$ cat src/rtl/ita_pkg.sv
// Shared constants, types and helper functions for the integer-to-ASCII formatter.
`timescale 1ns / 1ps

package ita_pkg;

  // Operand and field sizing
  localparam int unsigned VALUE_BITS  = 32;
  localparam int unsigned MAX_WIDTH   = 63;
  localparam int unsigned WIDTH_W     = 6;

  // Digit storage: enough BCD digits for decimal, enough nibbles for hex
  localparam int unsigned DEC_DIGITS  = ((VALUE_BITS * 1233) >> 12) + 1;
  localparam int unsigned HEX_DIGITS  = (VALUE_BITS + 3) / 4;
  localparam int unsigned NUM_DIGITS  = (DEC_DIGITS > HEX_DIGITS) ? DEC_DIGITS : HEX_DIGITS;
  localparam int unsigned DIG_W       = 4 * NUM_DIGITS;
  localparam int unsigned CNT_W       = $clog2(NUM_DIGITS + 1);
  localparam int unsigned BIT_CNT_W   = (VALUE_BITS > 1) ? $clog2(VALUE_BITS) : 1;
  localparam int unsigned CMP_W       = ((WIDTH_W > CNT_W) ? WIDTH_W : CNT_W) + 1;

  // ASCII codes
  localparam logic [7:0] CHAR_SPACE   = 8'h20;
  localparam logic [7:0] CHAR_MINUS   = 8'h2D;
  localparam logic [7:0] CHAR_ZERO    = 8'h30;
  localparam logic [7:0] CHAR_UPPER_A = 8'h41;
  localparam logic [7:0] CHAR_LOWER_A = 8'h61;

  // Conversion kinds
  typedef enum logic [1:0] {
    CMD_SDEC = 2'd0,
    CMD_UDEC = 2'd1,
    CMD_HEXL = 2'd2,
    CMD_HEXU = 2'd3
  } cmd_e;

  // One nibble to its ASCII digit
  function automatic logic [7:0] digit_char(input logic [3:0] nib, input logic upper);
    logic [7:0] ch;
    if (nib < 4'd10) begin
      ch = CHAR_ZERO + {4'd0, nib};
    end else if (upper) begin
      ch = CHAR_UPPER_A + {4'd0, nib} - 8'd10;
    end else begin
      ch = CHAR_LOWER_A + {4'd0, nib} - 8'd10;
    end
    return ch;
  endfunction

endpackage

$ cat src/rtl/ita_req_if.sv
// Request and result channel interfaces of the integer-to-ASCII formatter.
`timescale 1ns / 1ps

interface ita_req_if;
  logic        valid;
  logic        ready;
  logic [31:0] value;
  logic [1:0]  command;
  logic [5:0]  field_width;
  logic        zero_pad;

  modport source (output valid, value, command, field_width, zero_pad, input ready);
  modport sink   (input valid, value, command, field_width, zero_pad, output ready);
endinterface

interface ita_rsp_if;
  logic       valid;
  logic       ready;
  logic [7:0] out_char;
  logic       last_char;

  modport source (output valid, out_char, last_char, input ready);
  modport sink   (input valid, out_char, last_char, output ready);
endinterface

$ cat src/rtl/ita_dabble_unit.sv
// Shift-and-add-3 step: one binary bit into the BCD digit register.
`timescale 1ns / 1ps

module ita_dabble_unit (
  input  logic [ita_pkg::DIG_W-1:0] bcd_i,
  input  logic                      bit_i,
  output logic [ita_pkg::DIG_W-1:0] bcd_o
);

  logic [ita_pkg::DIG_W-1:0] adj;

  // add 3 to every digit of 5 or more, all digits side by side
  for (genvar g = 0; g < ita_pkg::NUM_DIGITS; g++) begin : g_adj
    assign adj[4*g +: 4] = (bcd_i[4*g +: 4] >= 4'd5) ? (bcd_i[4*g +: 4] + 4'd3)
                                                      : bcd_i[4*g +: 4];
  end

  // shift the next binary bit in at the bottom
  assign bcd_o = {adj[ita_pkg::DIG_W-2:0], bit_i};

endmodule

$ cat src/rtl/integer_to_ascii_formatter.sv
// Integer-to-ASCII formatter: accepts one request at a time and emits one character per cycle while the sink is ready.
// Decimal: accept, shift-add-3 conversion of all VALUE_BITS (32) bits, then normalize.
// Hex: accept, then normalize (drop leading zero digits one at a time, then size the pad).
// Then one character per cycle while the sink is ready; up to 63 characters.
// A new request is taken in the cycle after the last character is delivered.
// Reset (rst_ni low, asynchronous) returns the sequencer to idle; a request in progress is dropped.
`timescale 1ns / 1ps

module integer_to_ascii_formatter (
  input  logic            clk_i,
  input  logic            rst_ni,
  ita_req_if.sink         req_i,
  ita_rsp_if.source       rsp_o
);

  localparam int unsigned VB  = ita_pkg::VALUE_BITS;
  localparam int unsigned DW  = ita_pkg::DIG_W;
  localparam int unsigned CW  = ita_pkg::CNT_W;
  localparam int unsigned BCW = ita_pkg::BIT_CNT_W;
  localparam int unsigned WW  = ita_pkg::WIDTH_W;
  localparam int unsigned MW  = ita_pkg::CMP_W;

  typedef enum logic [3:0] {
    ST_IDLE = 4'b0001,
    ST_CONV = 4'b0010,
    ST_NORM = 4'b0100,
    ST_EMIT = 4'b1000
  } state_e;

  state_e          state_q, state_d;
  logic [VB-1:0]   bin_q, bin_d;
  logic [DW-1:0]   dig_q, dig_d;
  logic [BCW-1:0]  bit_cnt_q, bit_cnt_d;
  logic [CW-1:0]   nd_q, nd_d;
  logic [WW-1:0]   pad_q, pad_d;
  logic [WW-1:0]   width_q, width_d;
  logic            sign_q, sign_d;
  logic            zpad_q, zpad_d;
  logic            upper_q, upper_d;

  ita_pkg::cmd_e   cmd;
  logic [VB-1:0]   mag;
  logic [VB-1:0]   mag_abs;
  logic            neg_in;
  logic            is_hex;
  logic [DW-1:0]   dabble_out;
  logic [3:0]      top_nib;
  logic [MW-1:0]   len;
  logic [7:0]      emit_char;
  logic            emit_last;
  logic            req_fire;
  logic            rsp_fire;

  // request decode
  assign cmd     = ita_pkg::cmd_e'(req_i.command);
  assign mag     = VB'(req_i.value);
  assign neg_in  = (cmd == ita_pkg::CMD_SDEC) && mag[VB-1];
  assign mag_abs = neg_in ? VB'(~mag + VB'(1)) : mag;
  assign is_hex  = (cmd == ita_pkg::CMD_HEXL) || (cmd == ita_pkg::CMD_HEXU);

  assign req_i.ready = (state_q == ST_IDLE);
  assign req_fire    = req_i.valid && req_i.ready;
  assign rsp_fire    = rsp_o.valid && rsp_o.ready;

  // single binary-to-BCD step
  ita_dabble_unit u_dabble (
    .bcd_i (dig_q),
    .bit_i (bin_q[VB-1]),
    .bcd_o (dabble_out)
  );

  assign top_nib = dig_q[DW-1 -: 4];
  assign len     = MW'(nd_q) + MW'(sign_q);

  // character selection: space pad, sign, zero pad, digits
  always_comb begin
    if (zpad_q) begin
      if (sign_q) begin
        emit_char = ita_pkg::CHAR_MINUS;
      end else if (pad_q != '0) begin
        emit_char = ita_pkg::CHAR_ZERO;
      end else begin
        emit_char = ita_pkg::digit_char(top_nib, upper_q);
      end
    end else begin
      if (pad_q != '0) begin
        emit_char = ita_pkg::CHAR_SPACE;
      end else if (sign_q) begin
        emit_char = ita_pkg::CHAR_MINUS;
      end else begin
        emit_char = ita_pkg::digit_char(top_nib, upper_q);
      end
    end
  end

  assign emit_last = (pad_q == '0) && !sign_q && (nd_q == CW'(1));

  assign rsp_o.valid     = (state_q == ST_EMIT);
  assign rsp_o.out_char  = emit_char;
  assign rsp_o.last_char = emit_last;

  // sequencer
  always_comb begin
    state_d   = state_q;
    bin_d     = bin_q;
    dig_d     = dig_q;
    bit_cnt_d = bit_cnt_q;
    nd_d      = nd_q;
    pad_d     = pad_q;
    width_d   = width_q;
    sign_d    = sign_q;
    zpad_d    = zpad_q;
    upper_d   = upper_q;
    unique case (state_q)
      ST_IDLE: begin
        if (req_fire) begin
          bin_d     = mag_abs;
          sign_d    = neg_in;
          zpad_d    = req_i.zero_pad;
          upper_d   = (cmd == ita_pkg::CMD_HEXU);
          width_d   = (req_i.field_width > WW'(ita_pkg::MAX_WIDTH)) ?
                      WW'(ita_pkg::MAX_WIDTH) : req_i.field_width;
          nd_d      = CW'(ita_pkg::NUM_DIGITS);
          bit_cnt_d = BCW'(VB - 1);
          if (is_hex) begin
            dig_d   = DW'(mag);
            state_d = ST_NORM;
          end else begin
            dig_d   = '0;
            state_d = ST_CONV;
          end
        end
      end
      ST_CONV: begin
        dig_d = dabble_out;
        bin_d = bin_q << 1;
        if (bit_cnt_q == '0) begin
          state_d = ST_NORM;
        end else begin
          bit_cnt_d = bit_cnt_q - BCW'(1);
        end
      end
      ST_NORM: begin
        // drop leading zero digits, keeping at least one
        if ((nd_q > CW'(1)) && (top_nib == 4'd0)) begin
          dig_d = dig_q << 4;
          nd_d  = nd_q - CW'(1);
        end else begin
          pad_d   = (MW'(width_q) > len) ? WW'(MW'(width_q) - len) : '0;
          state_d = ST_EMIT;
        end
      end
      ST_EMIT: begin
        if (rsp_fire) begin
          if (emit_last) begin
            state_d = ST_IDLE;
          end else if (zpad_q) begin
            if (sign_q) begin
              sign_d = 1'b0;
            end else if (pad_q != '0) begin
              pad_d = pad_q - WW'(1);
            end else begin
              dig_d = dig_q << 4;
              nd_d  = nd_q - CW'(1);
            end
          end else begin
            if (pad_q != '0) begin
              pad_d = pad_q - WW'(1);
            end else if (sign_q) begin
              sign_d = 1'b0;
            end else begin
              dig_d = dig_q << 4;
              nd_d  = nd_q - CW'(1);
            end
          end
        end
      end
      default: begin
        state_d = ST_IDLE;
      end
    endcase
  end

  // control state
  always_ff @(posedge clk_i or negedge rst_ni) begin
    if (!rst_ni) begin
      state_q <= ST_IDLE;
    end else begin
      state_q <= state_d;
    end
  end

  // working registers
  always_ff @(posedge clk_i) begin
    bin_q     <= bin_d;
    dig_q     <= dig_d;
    bit_cnt_q <= bit_cnt_d;
    nd_q      <= nd_d;
    pad_q     <= pad_d;
    width_q   <= width_d;
    sign_q    <= sign_d;
    zpad_q    <= zpad_d;
    upper_q   <= upper_d;
  end

endmodule

$ cat src/flat_wrapper.sv
// flat-port wrapper written by rule: the top's interface ports become plain ports
module integer_to_ascii_formatter_flat 
  (clk_i, rst_ni, req_i_valid, req_i_value, req_i_command, req_i_field_width, req_i_zero_pad, req_i_ready, rsp_o_valid, rsp_o_out_char, rsp_o_last_char, rsp_o_ready);
  ita_req_if req_i_i ();
  ita_rsp_if rsp_o_i ();
  input  logic clk_i;
  input  logic rst_ni;
  input wire logic [$bits(req_i_i.valid)-1:0] req_i_valid;
  input wire logic [$bits(req_i_i.value)-1:0] req_i_value;
  input wire logic [$bits(req_i_i.command)-1:0] req_i_command;
  input wire logic [$bits(req_i_i.field_width)-1:0] req_i_field_width;
  input wire logic [$bits(req_i_i.zero_pad)-1:0] req_i_zero_pad;
  output wire logic [$bits(req_i_i.ready)-1:0] req_i_ready;
  output wire logic [$bits(rsp_o_i.valid)-1:0] rsp_o_valid;
  output wire logic [$bits(rsp_o_i.out_char)-1:0] rsp_o_out_char;
  output wire logic [$bits(rsp_o_i.last_char)-1:0] rsp_o_last_char;
  input wire logic [$bits(rsp_o_i.ready)-1:0] rsp_o_ready;
  assign req_i_i.valid = req_i_valid;
  assign req_i_i.value = req_i_value;
  assign req_i_i.command = req_i_command;
  assign req_i_i.field_width = req_i_field_width;
  assign req_i_i.zero_pad = req_i_zero_pad;
  assign req_i_ready = req_i_i.ready;
  assign rsp_o_valid = rsp_o_i.valid;
  assign rsp_o_out_char = rsp_o_i.out_char;
  assign rsp_o_last_char = rsp_o_i.last_char;
  assign rsp_o_i.ready = rsp_o_ready;
  integer_to_ascii_formatter u_core (.clk_i(clk_i), .rst_ni(rst_ni), .req_i(req_i_i), .rsp_o(rsp_o_i));
endmodule
$ cat config.mk
export PLATFORM = sky130hd
export DESIGN_NAME = integer_to_ascii_formatter_flat
export DESIGN_NICKNAME = d
export VERILOG_FILES = /design/src/rtl/ita_pkg.sv /design/src/rtl/ita_req_if.sv /design/src/rtl/ita_dabble_unit.sv /design/src/rtl/integer_to_ascii_formatter.sv /design/src/flat_wrapper.sv
export SDC_FILE = /design/constraint.sdc
export NUM_CORES = 1
export LEC_CHECK = 0
export ABC_AREA = 1
export BUFFER_PORTS_ARGS = -buffer_cell sky130_fd_sc_hd__clkbuf_2
export CAP_MARGIN = 40
export CORE_ASPECT_RATIO = 0.5
export CORE_UTILIZATION = 56
export CTS_BUF_LIST = sky130_fd_sc_hd__clkbuf_2 sky130_fd_sc_hd__clkbuf_4 sky130_fd_sc_hd__clkbuf_8
export CTS_CLUSTER_DIAMETER = 120
export CTS_CLUSTER_SIZE = 16
export DETAILED_ROUTE_END_ITERATION = 16
export PLACE_DENSITY = 0.74
export SLEW_MARGIN = 5
export SYNTH_ARGS = -nofsm -noshare
export SYNTH_HDL_FRONTEND = slang
export SYNTH_HIERARCHICAL = 1
export SYNTH_SLANG_ARGS = --single-unit
$ cat constraint.sdc
create_clock -name clk_i -period 5 [get_ports clk_i]
set_clock_uncertainty 0.05 [all_clocks]
set_input_delay 1 -clock clk_i [delete_from_list [all_inputs] [get_ports clk_i]]
set_output_delay 1 -clock clk_i [all_outputs]
set_load 0.02 [all_outputs]
Yosys cells after proc, flatten, opt, wreduce, memory -nomap -nowiden:

Cells that the tools add are included.

* muxes and demuxes: 65
* eq/ne operators: 19
* magnitude comparators: 14
* bitwise gates (word level): 1
* reduce and logical (&&, ||, !) cells: 26
* add/sub/neg operators: 21

Operators with widths (count)
* 40-bit two-way mux: 9
* 40-bit one-hot mux with 4 select lines: 1
* 32-bit two-way mux: 3
* 4-bit two-way mux: 23
* 32-bit one-hot mux with 2 select lines: 1
* 8-bit two-way mux: 7
* 6-bit two-way mux: 7
* 4-bit by 3-bit greater-or-equal comparator with 1-bit output (second input constant): 10
* 4-bit by 2-bit adder with 4-bit output (second input constant): 9
* 32-bit by 1-bit adder with 32-bit output (second input constant): 1
* 32-bit NOT: 1
* 7-bit by 4-bit adder with 8-bit output (first input constant): 2
* 2-bit != test (second input constant): 8
* 4-bit one-hot mux with 4 select lines: 1
* 8-bit by 4-bit subtractor with 8-bit output (second input constant): 2
* 5-bit AND reduction: 3
* 7-bit AND reduction: 2
* 4-bit one-hot mux with 3 select lines: 1
* 6-bit one-hot mux with 2 select lines: 1
* 5-bit two-way mux: 2
* 5-bit one-hot mux with 2 select lines: 1
* 4-bit by 1-bit equality test with 1-bit output (second input constant): 2
* 6-bit by 4-bit adder with 7-bit output (first input constant): 1
* 6-bit by 7-bit > comparator with 1-bit output: 1
* other kinds (31): 47

* flip-flop bits (word level): 100
* bits of input ports: 45
* logic and storage cells: 156

Longest topological paths before layout:

* depth after elaboration: 7
* depth in mapped cells: 11
* gate-level depth less buffers: 11

Modules after synthesis:

Netlist, hierarchy kept.

By module, submodules not included
* integer_to_ascii_formatter: cells an instance 704, instances 1, sequential area each 2984.1 µm², area each 6125.9 µm²
* ita_dabble_unit: cells an instance 213, instances 1, sequential area each 0.0 µm², area each 1162.4 µm²

Worst setup path before layout:

OpenSTA, ideal clock, no wires.

* path type: input to register
* start: input req_i_valid
* end: register u_core.dig_q[0], enable pin
* path buffers: 0
* arrival: 4.018 ns
* required time: 4.463 ns
* cell stages on the path: 4
* path slack: 0.445 ns
* path through: inv_1 > nand2_1 > nand4_1 > nor3_1

* word-level cells in the longest chain between the ends: 3

Ends and longest elaborated chain
* start: declaration: line flat_wrapper.sv:8 `input wire logic [$bits(req_i_i.valid)-1:0] req_i_valid;`
* 1-bit logical AND: line integer_to_ascii_formatter.sv:62 `assign req_fire = req_i.valid && req_i.ready;`
* 2-bit != test (no source line)
* 7-bit AND reduction (no source line)
* end signal: assignment: line integer_to_ascii_formatter.sv:196 `dig_q <= dig_d;`
* end: declaration: line integer_to_ascii_formatter.sv:32 `logic [DW-1:0] dig_q, dig_d;`

Every way passes these cells.
A chain may end at the register's enable or synchronous reset.

Final worst setup path:

* start: register u_core.dig_q[38]
* end: output rsp_o_out_char[6]

* word-level cells in the longest chain between the ends: 7

Ends and longest elaborated chain
* 7-bit by 4-bit adder with 8-bit output, on equally long branches: line ita_pkg.sv:43, ita_pkg.sv:41
* 8-bit by 4-bit subtractor with 8-bit output, on equally long branches: line ita_pkg.sv:43, ita_pkg.sv:41
* 8-bit two-way mux: line ita_pkg.sv:40 `end else if (upper) begin`
* 8-bit two-way mux (*): line ita_pkg.sv:38 `if (nib < 4'd10) begin`
* 8-bit two-way mux, on equally long branches: line integer_to_ascii_formatter.sv:88, integer_to_ascii_formatter.sv:80
* 8-bit two-way mux, on equally long branches: line integer_to_ascii_formatter.sv:86, integer_to_ascii_formatter.sv:78
* 8-bit two-way mux (*): line integer_to_ascii_formatter.sv:77 `if (zpad_q) begin`
* end: declaration: line flat_wrapper.sv:15 `output wire logic [$bits(rsp_o_i.out_char)-1:0] rsp_o_out_char;`

Mark *: on every way between the ends. The rest lies on a longest branch, timed or not.

==> metrics.md <==
| Metric | Value |
|---|---|
| Status | `finished clean` |
| Routed len/inst | `14.4 µm` |
| Skew-Pair Late Insertion Delay | `0.38 ns` |
| CP cell instances | `inv_1, a21oi_1, inv_1, a311oi_1, clkbuf_2` |
| Post-CTS resize count | `0` |
| Total GRT Usage | `25.1%` |
| First-pass GRT wire length | `26300 µm` |
| CP max FO | `7` |
| Final setup fails | `0` |
| Total setup buffers inserted after CTS | `0` |
| Yosys warnings | `6` |
| Via Count | `6370` |
| Final Power | `4.49 mW` |
| Cell with the most instances after synthesis | `nand2_1` |
| Fraction of layout cells with a size suffix above 1 | `14.2%` |
| CTS tree | `yes` |
| Post-synth top cells | `234 x nand2_1, 106 x inv_1, 103 x nand3_1` |
| Die area | `13500 µm²` |
| CP Class | `flip-flop to output port` |
| Switching Share | `44.5%` |
| Vias in the first global route | `5590` |
| Final Hold Vio Count | `0` |
| Root Buffer | `clkbuf_8` |
| DP HPWL | `12200 µm` |
| Top FF cell, synth | `edfxtp_1` |
| Flops & latches, synth | `100` |
| Cell variety after synth | `45` |
| Final Cell Area | `7860 µm²` |
| Die width | `163 µm` |
| Hold Crit Class | `input pin to async pin` |
| P&R area growth vs syn | `7.86%` |
| Clock sink total | `100` |
| Power per cell area | `571 nW/µm²` |
| Nets@finish | `1034` |
| Critical path launch point type | `flip-flop` |
| Internal power | `2.49 mW` |
| FF/Latch Area | `2980 µm²` |
| Post-DRT Antenna Nets | `0` |
| Multi-input logic area | `3690 µm²` |
| Drt total wl | `16300 µm` |
| Slew @ Worst Pin | `0.811 ns` |
| Setup slack after layout | `1.96 ns` |
| CP Data Required Time | `3.95 ns` |
| Placed Area | `7640 µm²` |
| Initial antenna violation count | `0` |
| RSZ-0062 raised after global routing | `no` |
| Drt via density | `5.65` |
| Post-Syn Area per Cell | `7.95 µm²` |
| EDFF count, synth | `96` |
| CTS Buf Count | `9` |
| Clk network pwr share | `12.8%` |
| Maximum VDD drop | `223 µV` |
| Rows | `29` |
| Fin Setup TNS | `0 ns` |
| Post-synthesis sequential area ratio | `40.9%` |
| # port buffers | `54` |
| H-tree levels | `3` |
| TritonRoute pass-1 iters | `5` |
| DRC | `0` |
| GPL Wtd Cong | `0.922` |
| NetSw | `2.00 mW` |
| WP data arrival | `1.99 ns` |
| Pleak | `3.58 nW` |
| Most frequent CP cell | `inv_1` |
| Mapped Area | `7290 µm²` |
| Critical path endpoint category | `output port` |
| Share of flip-flops with an asynchronous set or reset | `4.00%` |
| Max Cap Viol | `0` |
| Cts hold-fix bufs | `0` |
| Iter 0 DRT Violations | `512` |
| Clk slew on worst S/H paths | `0.09 ns` |
| Logic pwr share | `47.9%` |
| Crit path time final | `3.04 ns` |
| Initial core utilization | `57.6%` |
| Worst stage delay on the critical path | `0.47 ns` |
| Final max-slew violation count | `0` |
| Slowest stage cell, crit path | `edfxtp_1` |
| Net count after synthesis | `998` |
| Largest cells by area after synthesis | `edfxtp_1 40%, nand2_1 12%, nand3_1 7.1%` |
| Remaining Overflow, GRT | `0` |
| Synthesized instance count | `917` |
| CTS max path bufs | `2` |
| Dpl ws | `1.96 ns` |
| Yosys top cell area share | `39.6%` |
| Die Y | `82.7 µm` |
| Sequential Power Share | `39.3%` |
| Tcrit/Tclk final | `60.7%` |
| Rel. slew slack | `45.7%` |
| Core Area | `12700 µm²` |
| Number of fill cells | `1102` |
| Number of diodes | `0` |
| Largest net degree at the start of global routing | `67` |
| I/O pins | `56` |
| Synth area leader | `edfxtp_1` |
| FMAX | `329 MHz` |
per-layer routing:
metal,GRT usage (%),vias to the layer above,routed length (µm)
met5,0,-,0
met4,5.23,0,132
met3,5.00,16,1240
met2,40.2,251,7110
met1,35.4,2935,7810
li1,-,3168,-
layout make-up:
| cell class | count | share of cell area, % |
|---|---|---|
| Clock inverter | 7 | 1.27 |
| Inverter | 115 | 5.49 |
| Clock buffer | 9 | 1.58 |
| Tap cell | 170 | 2.71 |
| Sequential cell | 100 | 38.0 |
| Multi-Input combinational cell | 667 | 46.9 |
| Timing Repair Buffer | 60 | 4.11 |
cell usage in the layout, fill, tap and decap left out, types with 10 or more instances in the layout:
cell type	count
xor2_1	11
nor2_1	61
inv_1	106
edfxtp_1	96
nand3_1	103
nand4_1	15
nor2_4	10
nand2_1	234
a22oi_1	28
o21ai_1	17
a21oi_1	26
o21ai_2	11
ha_1	35
o21ai_0	45
clkbuf_2	54
flip-flops by register name, indices dropped and copies added, names as in the netlist:
signal / flops
u_core/bin_q: 32
u_core/dig_q: 40
u_core/pad_q: 6
u_core/state_q: 4
u_core/bit_cnt_q: 5
u_core/zpad_q: 1
u_core/sign_q: 1
u_core/nd_q: 4
u_core/upper_q: 1
u_core/width_q: 6
cell families (layout without fill, tap and decap cells):
logic type | Yosys count | after routing | share of synthesized area (%)
AOI/OAI and AO/OA | 160 | 160 | 13.9
xor gates and xnor gates | 15 | 15 | 1.80
adders and majority gates | 36 | 36 | 6.28
buffers and inverters | 150 | 191 | 8.55
DFF | 100 | 100 | 40.9
other | 1 | 1 | 0.0515
and+or+nand+nor | 455 | 455 | 28.5
worst max-delay path: cells and delay by family (launching register included):
family	cells	cell delay (ns)
AO/OA/AOI/OAI	2	0.69
buffers and inverters	3	0.46
flip-flops	1	0.47
worst paths after layout:
path,from,endpoint,slack (ns),cells past startpoint
setup / recovery,u_core/dig_q[38]$_DFFE_PP_,rsp_o_out_char[6],1.96,5
hold / removal,rst_ni,u_core/state_q[3]$_DFFE_PN0P_,0.37,1
setup reg to reg,u_core/state_q[0]$_DFFE_PN1P_,u_core/dig_q[15]$_DFFE_PP_,2.15,7
hold reg to reg,u_core/bin_q[27]$_DFFE_PP_,u_core/bin_q[28]$_DFFE_PP_,0.48,2
max in group asynchronous,rst_ni,u_core/state_q[0]$_DFFE_PN1P_,4.32,1
min in group clk_i,u_core/bin_q[27]$_DFFE_PP_,u_core/bin_q[28]$_DFFE_PP_,0.48,2
per-stage QoR:
stage	instances	hold WS [ns]	utilization (%)
floorplan	917	0.432	-
global placement	1111	0.450	60.2
detailed placement	1112	0.455	60.3
CTS	1128	0.358	62.1
global route	1128	0.358	62.1
finish	1128	0.371	62.1
power by group through the flow:
| stage | clock network (mW) | logic, mW | registers (mW) |
|---|---|---|---|
| after global placement | 0 | 2.04 | 1.76 |
| after floorplan | 0 | 1.67 | 1.72 |
| after CTS | 0.593 | 2.14 | 1.75 |
| final | 0.576 | 2.15 | 1.76 |
| after global routing | 0.617 | 2.45 | 1.81 |
| after detailed placement | 0 | 2.13 | 1.77 |
No activity file was read; power rests on OpenSTA's default activity.
